[src/rtl/ppm_pkg.sv]
// shared types and constants for the phrase proximity matcher
// no dependencies; imported by every module of the block
package ppm_pkg;

  // fixed field widths
  localparam int DOC_BITS       = 24;
  localparam int PROX_BITS      = 24;
  localparam int TC_BITS        = 4;
  localparam int SLOT_BITS      = 3;
  localparam int OUT_USER_BITS  = 2;
  localparam int CFG_INDEX_BITS = 1;
  localparam int CFG_DATA_BITS  = 24;

  // register indexes
  localparam logic [CFG_INDEX_BITS-1:0] REG_PROXIMITY  = 1'b0;
  localparam logic [CFG_INDEX_BITS-1:0] REG_TERM_COUNT = 1'b1;

  localparam logic [TC_BITS-1:0] TERM_COUNT_RESET = 4'd2;

  // top level sequencing
  typedef enum logic [1:0] {
    T_LOAD,
    T_WALK,
    T_EMIT
  } top_state_t;

  // match walk sequencing
  typedef enum logic [1:0] {
    W_IDLE,
    W_START,
    W_START_WAIT,
    W_SCAN
  } walk_state_t;

  // walk result reported back to the top level
  typedef struct packed {
    logic done;
    logic found;
  } walk_status_t;

endpackage

[src/rtl/ppm_walk.sv]
// ordered chain walk over the stored positions of one document
// reads the position store through ppm_pos_mem; types from ppm_pkg
module ppm_walk #(
  parameter int MAX_TERMS     = 8,
  parameter int MAX_POSITIONS = 256,
  parameter int POSITION_BITS = 24
) (
  input  logic                             clk,
  input  logic                             rst,
  input  logic                             start,
  input  logic [((MAX_TERMS > 1) ? $clog2(MAX_TERMS) : 1)-1:0] n_m1,
  input  logic [ppm_pkg::PROX_BITS-1:0]    proximity,
  output logic [((MAX_TERMS > 1) ? $clog2(MAX_TERMS) : 1)-1:0] fill_term,
  input  logic [$clog2(MAX_POSITIONS):0]   fill_cnt,
  output logic                             rd_en,
  output logic [((MAX_TERMS > 1) ? $clog2(MAX_TERMS) : 1) + $clog2(MAX_POSITIONS)-1:0]
                                           rd_addr,
  input  logic [POSITION_BITS-1:0]         rd_data,
  output ppm_pkg::walk_status_t            status
);
  import ppm_pkg::*;

  localparam int TW = (MAX_TERMS > 1) ? $clog2(MAX_TERMS) : 1;
  localparam int PW = $clog2(MAX_POSITIONS);
  localparam int LW = ((POSITION_BITS > PROX_BITS) ? POSITION_BITS : PROX_BITS) + 1;
  localparam int BW = LW + 1;

  walk_state_t        state, state_next;
  logic [PW:0]        s_idx, s_idx_next;
  logic [PW:0]        i_idx, i_idx_next;
  logic [TW-1:0]      t_idx, t_idx_next;
  logic               pend, pend_next;
  logic [POSITION_BITS-1:0] prev, prev_next;
  logic [LW-1:0]      limit, limit_next;
  logic [BW-1:0]      bound, bound_next;
  logic               hit;

  assign hit = pend && (rd_data > prev);

  // state and walk registers
  always_ff @(posedge clk) begin
    if (rst) begin
      state <= W_IDLE;
      pend  <= 1'b0;
    end else begin
      state <= state_next;
      pend  <= pend_next;
    end
    s_idx <= s_idx_next;
    i_idx <= i_idx_next;
    t_idx <= t_idx_next;
    prev  <= prev_next;
    limit <= limit_next;
    bound <= bound_next;
  end

  // next state, memory requests and result
  always_comb begin
    state_next = state;
    s_idx_next = s_idx;
    i_idx_next = i_idx;
    t_idx_next = t_idx;
    pend_next  = pend;
    prev_next  = prev;
    limit_next = limit;
    bound_next = bound;
    rd_en      = 1'b0;
    rd_addr    = '0;
    fill_term  = '0;
    status     = '0;
    unique case (state)
      W_IDLE: begin
        pend_next = 1'b0;
        if (start) begin
          s_idx_next = '0;
          // allowed span beyond the start: proximity plus exact adjacency
          limit_next = LW'(proximity) + LW'(n_m1);
          state_next = W_START;
        end
      end
      W_START: begin
        fill_term = '0;
        if (s_idx == fill_cnt) begin
          status.done = 1'b1;
          state_next  = W_IDLE;
        end else begin
          rd_en      = 1'b1;
          rd_addr    = {TW'(0), s_idx[PW-1:0]};
          state_next = W_START_WAIT;
        end
      end
      W_START_WAIT: begin
        prev_next  = rd_data;
        bound_next = BW'(rd_data) + BW'(limit);
        if (n_m1 == TW'(0)) begin
          // single term: any start matches
          status.done  = 1'b1;
          status.found = 1'b1;
          state_next   = W_IDLE;
        end else begin
          t_idx_next = TW'(1);
          i_idx_next = '0;
          pend_next  = 1'b0;
          state_next = W_SCAN;
        end
      end
      W_SCAN: begin
        fill_term = t_idx;
        if (hit) begin
          prev_next = rd_data;
          pend_next = 1'b0;
          if (t_idx == n_m1) begin
            if (BW'(rd_data) <= bound) begin
              status.done  = 1'b1;
              status.found = 1'b1;
              state_next   = W_IDLE;
            end else begin
              s_idx_next = s_idx + 1'b1;
              state_next = W_START;
            end
          end else begin
            t_idx_next = t_idx + 1'b1;
            i_idx_next = '0;
          end
        end else if (i_idx != fill_cnt) begin
          // stream the next entry of this term
          rd_en      = 1'b1;
          rd_addr    = {t_idx, i_idx[PW-1:0]};
          i_idx_next = i_idx + 1'b1;
          pend_next  = 1'b1;
        end else begin
          // term exhausted: chain fails, try the next start
          pend_next  = 1'b0;
          s_idx_next = s_idx + 1'b1;
          state_next = W_START;
        end
      end
      default: begin
        state_next = W_IDLE;
      end
    endcase
  end

endmodule

[config.mk]
export PLATFORM = sky130hd
export DESIGN_NAME = ppm_walk
export DESIGN_NICKNAME = d
export VERILOG_FILES = /design/src/rtl/ppm_pkg.sv /design/src/rtl/ppm_walk.sv
export SDC_FILE = /design/constraint.sdc
export NUM_CORES = 1
export LEC_CHECK = 0
export ABC_AREA = 1
export BUFFER_PORTS_ARGS = -buffer_cell sky130_fd_sc_hd__clkbuf_2
export CORE_MARGIN = 2
export CORE_UTILIZATION = 50
export DETAILED_ROUTE_END_ITERATION = 16
export PLACE_DENSITY = 0.67
export SYNTH_ARGS = -nofsm -noshare
export SYNTH_HDL_FRONTEND = slang
export SYNTH_SLANG_ARGS = --single-unit
[constraint.sdc]
create_clock -name clk -period 6.05 [get_ports clk]
set_input_delay 0.605 -clock clk [delete_from_list [all_inputs] [get_ports clk]]
set_output_delay 0.605 -clock clk [all_outputs]
set_load 0.01 [all_outputs]
Word level (Yosys, flattened, before mapping)
Cells that the tools add are included.

Memory bits (writable): 0. Flip-flop bits (word level): 99. Output and inout bits: 17. Latch bits: 0. Bits in read-only memories: 0. Memories: 0.

Reductions and logical operators: 13. $mul: 0. Muxes and demuxes: 43. Shift operators: 0. Eq/ne operators: 15. Add/subtract/negate cells: 5. Order comparisons: 2. Bitwise operators: 0. Div/mod/pow operators: 0.

Operators by type and width (count): $mux 9 (9); $pmux 24 s2 (1); $pmux 9 s2 (2); $add 24x25->26 (1); $le 24x26->1 (1); $add 24x3->25 (1); $gt 24x24->1 (1); $mux 24 (1); $mux 11 (2); $pmux 11 s2 (1); $mux 2 (10); $add 9x1->9 const B (2); $ne 3x3->1 const B (5); $mux 3 (4); $eq 9x9->1 (1); $ne 9x9->1 (1); $mux 8 (1); $ne 2x2->1 const B (4); $pmux 2 s4 (1); $reduce_and 4->1 (2); $mux 1 (6); $pmux 1 s3 (2); $pmux 3 s2 (1); $reduce_and 2->1 (3); other kinds (12) (15).

Depth between registers and ports, before layout
Gate-level depths: netlist of the first run.

Word-level depth: 5. Mapped depth: 17.

Worst setup path before layout of the first run
No wires, ideal clock.

Path type: input to register. Start: input rd_data[23]. End: register prev[0], enable pin. Library setup time: 0.413 ns. Arrival: 2.687 ns. Setup slack: 2.950 ns. Buffers on the path: 0. Cell stages on the path: 9. Cells stage by stage: ha_1 nand2_1 nor2_1 nand2_1 nor2_1 nand2_1 nand3_1 nand2_1 a21oi_1.

Longest elaborated chain between the ends: 4.

RTL lines: start, declared (RTL line ppm_walk.sv:18) `input logic [POSITION_BITS-1:0] rd_data,`; $gt 24x24->1 (RTL line ppm_walk.sv:38) `assign hit = pend && (rd_data > prev);`; $logic_and 1x1->1 (RTL line ppm_walk.sv:38); $ne 2x2->1 (no line); $reduce_and 2->1 (no line); end signal, assigned (RTL line ppm_walk.sv:52) `prev <= prev_next;`; end, declared (RTL line ppm_walk.sv:33) `logic [POSITION_BITS-1:0] prev, prev_next;`.

Every way passes these cells. A chain may end at the register's enable or synchronous reset.

==> results.sh, run 1 <==
export IMPL_max_vdd_ir_drop_mv=0.205
export IMPL_ys_seq_elements=99
export IMPL_io_pins=80
export IMPL_outcome="complete, no violations"
export IMPL_slew_limit_headroom=0.647
export IMPL_drc=0
export IMPL_tns_ns=0
export IMPL_via_per_inst=5.05
export IMPL_max_freq_mhz=289
export IMPL_drv_cap=0
export IMPL_postRouteAntennaNets=0
export IMPL_die_h_microns=122
export IMPL_syn_area_per_cell_sq_um=8.72
export IMPL_async_flop_share=0
export IMPL_routabilityCongestion=0.938
export IMPL_cts_hold_buf=0
export IMPL_h_tree_depth=3
export IMPL_critPathMaxFanout=11
export IMPL_fin_crit_sh=0.571
export IMPL_cts_made_buffers=9
export IMPL_initial_core_util=0.509
export IMPL_worstSkewPairLatency_ns=0.36
export IMPL_path_clk_slew_ns=0.07
export IMPL_post_cts_buffers=0
export IMPL_max_slew_worst_pin_slew_ns=0.527
export IMPL_crit_arrival_ns=2.85
export IMPL_root_buffer="clkbuf_16"
export IMPL_cp_required_ns=5.44
export IMPL_synth_top_area_cell="edfxtp_1"
export IMPL_routed_wirelength_microns=14800
export IMPL_antennaDiodeCount=0
export IMPL_core_sq_mm=0.0138
export IMPL_first_pass_iters=4
export IMPL_drtIter0Drc=249
export IMPL_ys_flop_type="edfxtp_1"
export IMPL_die_w_microns=122
export IMPL_critPathKind="primary input to primary output"
export IMPL_skew_ns=0.0104
export IMPL_grt_overflow=0
export IMPL_seq_area_frac_synth=0.420
export IMPL_hold_viol=0
export IMPL_area_delta_synth_final_pct=13.7
export IMPL_syn_area_sq_mm=0.00700
export IMPL_placementRows=43
export IMPL_yosysWarnings=0
export IMPL_leakagePower_nw=3.78
export IMPL_rrSetupSlack_ns=3.09
export IMPL_final_layout_size_suffix_gt1_frac=0.133
export IMPL_dp_hpwl_microns=12000
export IMPL_startpoint_type="primary input"
export IMPL_post_route_util=0.578
export IMPL_min_path_type="primary input to flop"
export IMPL_grt_max_degree=28
export IMPL_drv_slew=0
export IMPL_vias=5440
export IMPL_antenna_found_initial=0
export IMPL_grt_setup_unrepaired="false"
export IMPL_power_density_mw_per_mm2=367
export IMPL_synth_distinct_cells=42
export IMPL_portBuffers=79
export IMPL_synth_top_area_frac=0.412
export IMPL_syn_num_nets=946
export IMPL_die_area_sq_mm=0.0150
export IMPL_synth_edf_count=96
export IMPL_grt_pass1_wl_microns=25000
export IMPL_nets=1037
export IMPL_grtUsageTotal=0.216
export IMPL_synthTopCellsByArea="edfxtp_1 (41%), ha_1 (14%), nand2_1 (8.4%)"
export IMPL_wl_per_cell_microns=13.7
export IMPL_cts_tree="done"
export IMPL_cts_buffer_depth=2
export IMPL_period_minus_slack_ns=3.46
export IMPL_grt_pass1_vias=5355
export IMPL_synth_cells=803
export IMPL_cts_sinks=99
export IMPL_cts_resized=0
export IMPL_worst_setup_path_end_kind="primary output"
export IMPL_finalSetupViolCount=0
## final timing paths
path | startpoint | to | depth (start not counted)
max | rd_data[23] | rd_addr[2] | 13
min | rst | pend$_SDFFE_PP0P_ | 2
max reg2reg | prev[23]$_DFFE_PP_ | s_idx[2]$_SDFFCE_PN0P_ | 14
min reg2reg | pend$_SDFFE_PP0P_ | pend$_SDFFE_PP0P_ | 2
## critical path: stages
cell and delay (ns):
clkbuf_2 0.12, ha_1 0.31, nand2_1 0.07, nor2_1 0.16, nand2_1 0.11, nor2_1 0.25, nand3_1 0.13, nand2_1 0.11
inv_1 0.06, nand2_1 0.09, nand3_1 0.34, o22ai_1 0.32, clkbuf_2 0.17
## layout by cell type, fill, tap and decap left out, drive strengths merged, types with 11 or more instances in the layout
cell type and count:
nand2 159, inv 136, edfxtp 96, nor2 91
clkbuf 88, ha 78, a21oi 51, xor2 45
nand3 32, o21ai 27, xnor2 20, nand4 13
nor3 11
## report_power, final
group          internal (mW)  switching [mW]
clock network          0.362           0.259
logic                  0.400           0.713
registers               1.07           0.128
## per-stage QoR
stage	instance area (sq um)	std cells	worst slack [ns]	hold slack (ns)	power (mW)
2_1_floorplan	7000	803	2.95	0.455	1.98
4_1_cts	7970	1078	2.61	0.433	2.95
6_report	7970	1078	2.59	0.446	2.93
3_3_place_gp	7650	1063	2.72	0.484	2.30
5_1_grt	7970	1078	2.37	0.439	3.17
3_5_place_dp	7650	1063	2.61	0.480	2.32
## cell families (layout without fill, tap and decap cells)
kind of cell / count (synthesis) / in the layout / synth area share
AO/OA/AOI/OAI: 106 / 106 / 0.0868
XOR/XNOR: 65 / 65 / 0.0813
buffers and inverters: 138 / 233 / 0.0741
flip-flops: 99 / 99 / 0.420
adder cells (fa/ha/maj): 80 / 80 / 0.145
AND/OR/NAND/NOR: 315 / 315 / 0.193
## registers in the layout (all words and copies together), names as in the netlist
register,count
limit,25
bound,26
i_idx,9
pend,1
t_idx,3
state,2
prev,24
s_idx,9
## final cells by class
type	instances	area (sq um)
clock inverters	6	90.1
multi-input cells	566	3550
clock buffers	9	225
fillers	1304	5810
flip-flops and latches	99	2940
repair buffers	83	425
well taps	180	225
inverters	135	507
## cell usage after synthesis (5+ instances only)
cell      instances
nand4_1          12
inv_1           134
nand3_1          32
edfxtp_1         96
nor2_1           84
ha_1             78
a21oi_1          51
nor3_1           10
o21ai_0          22
nor2_2            6
xor2_1           45
xnor2_1          20
o22ai_1           7
o21bai_1          5
nand2_1         156
## per-layer routing
layer  GRT usage  vias to the layer above  wire (microns)
met4      0.0603                        0             234
li1            -                     2857               -
met2       0.354                      102            6820
met3      0.0534                       18             768
met1       0.285                     2463            6950
met5           0                        -               0
No activity file was read; power rests on OpenSTA's default activity.
==> run 2, diff against run 1 <==
--- a/config.mk
+++ b/config.mk
@@ -10,7 +10,7 @@
 export CORE_MARGIN = 2
 export CORE_UTILIZATION = 50
 export DETAILED_ROUTE_END_ITERATION = 16
-export PLACE_DENSITY = 0.67
+export PLACE_DENSITY = 0.7
 export SYNTH_ARGS = -nofsm -noshare
 export SYNTH_HDL_FRONTEND = slang
 export SYNTH_SLANG_ARGS = --single-unit
==> constraint.sdc (replaced) <==
create_clock -name clk -period 3.1 [get_ports clk]
set_input_delay 0.31 -clock clk [delete_from_list [all_inputs] [get_ports clk]]
set_output_delay 0.31 -clock clk [all_outputs]
set_load 0.01 [all_outputs]
==> run 2 against run 1 <==
Against the previous run:
- global-route usage down 0.65 points
- total power rose by 93%
- clock skew down 0.0061 ns
- die area is the same
- critical path depth rose by 1
- hold slack lost 0.30 ns
- cell count rose by 0.19%
- sequential share of layout area about the same
- core utilization about the same
- via count increased by 0.63%
- routed wire length about the same
- highest routed layer unchanged
==> results.sh, run 2 (same netlist as run 1, synthesis figures left out) <==
export IMPL_crit_top_cell="nand2_1"
export IMPL_power_density_mw_per_mm2=709
export IMPL_p_int_mw=3.49
export IMPL_finalSetupViolCount=0
export IMPL_most_common_layout_cells="nand2_1 (156), inv_1 (134), edfxtp_1 (96)"
export IMPL_grtUsageTotal=0.209
export IMPL_final_common_cell="nand2_1"
export IMPL_period_minus_slack_ns=2.89
export IMPL_nets=1038
export IMPL_antennaDiodeCount=0
export IMPL_via_per_inst=5.07
export IMPL_cp_required_ns=2.79
export IMPL_placementRows=43
export IMPL_post_cts_buffers=0
export IMPL_p_seq_frac=0.416
export IMPL_die_w_microns=122
export IMPL_finalPower_mw=5.65
export IMPL_worstSkewPairLatency_ns=0.35
export IMPL_placed_cells=1064
export IMPL_path_cells="inv_1, ha_1, nand2_1, nor2_1, nand2_1, nor2_2, nand3_1, nand2_1, inv_1, nand2_1, nand3_1, buf_4, o22ai_1, clkbuf_2"
export IMPL_wl_per_cell_microns=13.7
export IMPL_slowest_delay_ns=0.32
export IMPL_die_h_microns=122
export IMPL_vias=5474
export IMPL_clockPowerShare=0.202
export IMPL_antenna_found_initial=0
export IMPL_pwr_share_comb=0.383
export IMPL_grt_pass1_vias=5148
export IMPL_critPathTopFamily="simple AND/OR/NAND/NOR gates"
export IMPL_core_sq_mm=0.0138
export IMPL_rrSetupSlack_ns=0.53
export IMPL_dp_hpwl_microns=12200
export IMPL_critPathBufInv=4
export IMPL_reg_top3="bound (26), limit (25), prev (24)"
export IMPL_first_pass_iters=5
export IMPL_max_freq_mhz=345
export IMPL_p_sw_mw=2.15
export IMPL_outcome="complete, no violations"
export IMPL_root_buffer="clkbuf_16"
export IMPL_io_pins=80
export IMPL_sw_frac_of_total=0.381
export IMPL_slew_limit_headroom=0.648
export IMPL_grt_pass1_wl_microns=24200
export IMPL_postRouteAntennaNets=0
export IMPL_leakagePower_nw=3.77
export IMPL_drv_slew=0
export IMPL_h_tree_depth=3
export IMPL_initial_core_util=0.509
export IMPL_critPathKind="flop to primary output"
export IMPL_max_vdd_ir_drop_mv=0.346
export IMPL_crit_arrival_ns=2.58
export IMPL_cts_made_buffers=9
export IMPL_post_route_util=0.578
export IMPL_grt_overflow=0
export IMPL_tns_ns=0
export IMPL_final_layout_size_suffix_gt1_frac=0.136
export IMPL_die_area_sq_mm=0.0150
export IMPL_largest_reg_flops=26
export IMPL_portBuffers=79
export IMPL_drc=0
export IMPL_cts_sinks=99
export IMPL_max_slew_worst_pin_slew_ns=0.525
export IMPL_critPathSlowestCell="edfxtp_1"
export IMPL_area_delta_synth_final_pct=13.7
export IMPL_grt_setup_unrepaired="false"
export IMPL_drtIter0Drc=294
export IMPL_regMostFlops="bound"
export IMPL_routed_wirelength_microns=14800
export IMPL_cts_tree="done"
export IMPL_hold_viol=0
export IMPL_fin_crit_sh=0.934
export IMPL_startpoint_type="flop"
export IMPL_dp_slack_ns=0.315
export IMPL_cts_buffer_depth=2
export IMPL_min_path_type="primary input to flop"
export IMPL_path_clk_slew_ns=0.07
export IMPL_drv_cap=0
export IMPL_critPathMaxFanout=10
export IMPL_grt_max_degree=27
export IMPL_setup_ws_ns=0.205
export IMPL_final_cells=1080
export IMPL_worst_setup_path_end_kind="primary output"
export IMPL_skew_ns=0.00434
export IMPL_routabilityCongestion=0.883
[run 2: timing repair]
| action | 4_1_cts | 5_1_grt |
|---|---|---|
| gates resized for setup | 0 | 1 |
| hold buffers | 0 | 0 |
| setup endpoints to repair | 0 | 6 |
[run 2: final cells by class]
cell class	instances	area [sq um]
Sequential cell	99	2940
Multi-Input combinational cell	566	3550
Fill cell	1319	5810
Timing Repair Buffer	84	433
Inverter	135	507
Tap cell	180	225
Clock buffer	9	225
Clock inverter	7	76.3
[run 2: path summary, 6_finish.rpt]
path	endpoint	depth (start not counted)	start
max reg2reg	i_idx[1]$_SDFFCE_PN0P_	14	prev[23]$_DFFE_PP_
min	pend$_SDFFE_PP0P_	2	rst
min reg2reg	pend$_SDFFE_PP0P_	2	pend$_SDFFE_PP0P_
max	rd_addr[2]	14	prev[23]$_DFFE_PP_
[run 2: power groups by stage]
stage                     registers (mW)  logic, mW  clock network, mW
after global placement              2.36       2.11                  0
after global routing                2.39       2.47               1.21
final                               2.35       2.16               1.14
after CTS                           2.34       2.17               1.16
after floorplan                     2.27       1.60                  0
after detailed placement            2.36       2.16                  0
[run 2: stage by stage]
| step | hold WS [ns] | cell area, sq um |
|---|---|---|
| 2_1_floorplan | 0.379 | 7000 |
| 3_3_place_gp | 0.488 | 7660 |
| 4_1_cts | 0.130 | 7960 |
| 3_5_place_dp | 0.493 | 7660 |
| 5_1_grt | 0.142 | 7960 |
| 6_report | 0.146 | 7960 |
[run 2: metal layers]
layer,GRT usage,part of all wire,up-vias
met1,0.271,0.45,2453
li1,-,-,2868
met3,0.0432,0.060,19
met2,0.346,0.47,134
met5,0,0,-
met4,0.0769,0.018,0
==> run 3, diff against run 2 <==
==> constraint.sdc (replaced) <==
create_clock -name clk -period 2.6 [get_ports clk]
set_input_delay 0.26 -clock clk [delete_from_list [all_inputs] [get_ports clk]]
set_output_delay 0.26 -clock clk [all_outputs]
set_load 0.01 [all_outputs]
==> run 3 against run 2 <==
Against the previous run:
- the flow now finishes with violations (setup timing)
- register-to-register slack worse by 0.37 ns
- combinational power up 37%
- via count up 2.1%
- clock skew up 0.0069 ns
- largest power group is now combinational cells
- cell count up 1.2%
- highest routed layer unchanged
- routed wire length up 5.3%
==> results.sh, run 3 (same netlist as run 1, synthesis figures left out) <==
export IMPL_grt_setup_unrepaired="true"
export IMPL_routabilityCongestion=0.909
export IMPL_grtUsageTotal=0.219
export IMPL_reg_top3="bound (26), limit (25), prev (24)"
export IMPL_period_minus_slack_ns=2.63
export IMPL_cp_required_ns=2.34
export IMPL_io_pins=80
export IMPL_root_buffer="clkbuf_16"
export IMPL_placementRows=43
export IMPL_cts_made_buffers=9
export IMPL_min_path_type="primary input to flop"
export IMPL_critPathMaxFanout=3
export IMPL_power_density_mw_per_mm2=827
export IMPL_finalPower_mw=6.94
export IMPL_max_freq_mhz=380
export IMPL_path_cells="inv_2, ha_4, nand2_4, nor2_4, nand2_2, nor2_4, inv_2, a21oi_2, nor2_2, nor2_4, nand2_2, o21ai_2, nor2_1, nor2_1, buf_2"
export IMPL_wl_per_cell_microns=14.2
export IMPL_setup_ws_ns=-0.0289
export IMPL_critPathBufInv=3
export IMPL_skew_ns=0.0112
export IMPL_worstSkewPairLatency_ns=0.36
export IMPL_initial_core_util=0.509
export IMPL_cts_buffer_depth=2
export IMPL_drv_cap=0
export IMPL_regMostFlops="bound"
export IMPL_h_tree_depth=3
export IMPL_via_per_inst=5.11
export IMPL_critPathTopFamily="simple AND/OR/NAND/NOR gates"
export IMPL_timing_hold_ws_ns=0.0925
export IMPL_drc=0
export IMPL_antennaDiodeCount=0
export IMPL_cts_sinks=99
export IMPL_cts_tree="done"
export IMPL_most_common_layout_cells="nand2_1 (144), inv_1 (124), edfxtp_1 (96)"
export IMPL_startpoint_type="flop"
export IMPL_cts_hold_buf=0
export IMPL_core_sq_mm=0.0138
export IMPL_routed_wirelength_microns=15600
export IMPL_grt_overflow=0
export IMPL_nets=1051
export IMPL_final_cells=1093
export IMPL_vias=5590
export IMPL_slew_limit_headroom=0.601
export IMPL_antenna_found_initial=0
export IMPL_nFillCells=1223
export IMPL_finalSetupViolCount=6
export IMPL_hold_viol=0
export IMPL_critPathSlowestCell="edfxtp_1"
export IMPL_leakagePower_nw=3.87
export IMPL_max_slew_worst_pin_slew_ns=0.594
export IMPL_die_w_microns=122
export IMPL_dp_hpwl_microns=12200
export IMPL_final_layout_size_suffix_gt1_frac=0.207
export IMPL_fin_crit_sh=1.01
export IMPL_die_area_sq_mm=0.0150
export IMPL_grt_pass1_wl_microns=25400
export IMPL_critPathKind="flop to primary output"
export IMPL_worst_setup_path_end_kind="primary output"
export IMPL_dp_slack_ns=0.00195
export IMPL_drv_slew=0
export IMPL_crit_top_cell="nor2_4"
export IMPL_grt_max_degree=27
export IMPL_first_pass_iters=5
export IMPL_grt_pass1_vias=5368
export IMPL_post_route_util=0.609
export IMPL_max_vdd_ir_drop_mv=0.528
export IMPL_die_h_microns=122
export IMPL_area_delta_synth_final_pct=19.8
export IMPL_final_common_cell="nand2_1"
export IMPL_violations="setup timing"
export IMPL_outcome="complete, but fails checks"
export IMPL_drtIter0Drc=296
export IMPL_placed_cells=1073
export IMPL_postRouteAntennaNets=0
export IMPL_largest_reg_flops=26
export IMPL_slowest_delay_ns=0.36
export IMPL_portBuffers=79
export IMPL_crit_arrival_ns=2.37
export IMPL_path_clk_slew_ns=0.07
## run 3: cell type report
class | instances | area (sq um) | share of cell area
Timing Repair Buffer | 97 | 569 | 0.0678
Sequential cell | 99 | 2940 | 0.351
Inverter | 135 | 507 | 0.0604
Multi-Input combinational cell | 566 | 3890 | 0.463
Clock inverter | 6 | 32.5 | 0.00388
Tap cell | 180 | 225 | 0.0268
Clock buffer | 10 | 229 | 0.0273
## run 3: per-layer routing
metal | GRT usage | wire, microns
met4 | 0.0718 | 274
met1 | 0.285 | 6940
met3 | 0.0451 | 840
met2 | 0.366 | 7520
met5 | 0 | 0
## run 3: where the power goes
| part | total (mW) | switching (mW) | internal, mW |
|---|---|---|---|
| Clock | 1.23 | 0.587 | 0.640 |
| Combinational | 2.95 | 1.81 | 1.14 |
| Sequential | 2.77 | 0.293 | 2.48 |
| Total | 6.94 | 2.69 | 4.26 |
## run 3: stage by stage
step | TNS, ns | area [sq um]
2_1_floorplan | 0 | 7010
3_3_place_gp | 0 | 7750
3_5_place_dp | 0 | 7750
4_1_cts | -0.0685 | 8250
5_1_grt | -1.07 | 8390
6_report | -0.0968 | 8390
## run 3: final timing paths
path / depth (start not counted) / to / startpoint / slack [ns]
worst min-delay path: 2 / pend$_SDFFE_PP0P_ / rst / 0.09
worst max-delay path: 15 / status[1] / prev[19]$_DFFE_PP_ / -0.03
worst max register to register: 15 / s_idx[2]$_SDFFCE_PN0P_ / prev[19]$_DFFE_PP_ / 0.16
worst min register to register: 2 / pend$_SDFFE_PP0P_ / pend$_SDFFE_PP0P_ / 0.53
## run 3: repair_timing
item	CTS	global route
setup endpoints to repair	14	14
buffers inserted	2	2
resized for setup	46	47
cloned	0	1
pin swaps	19	12
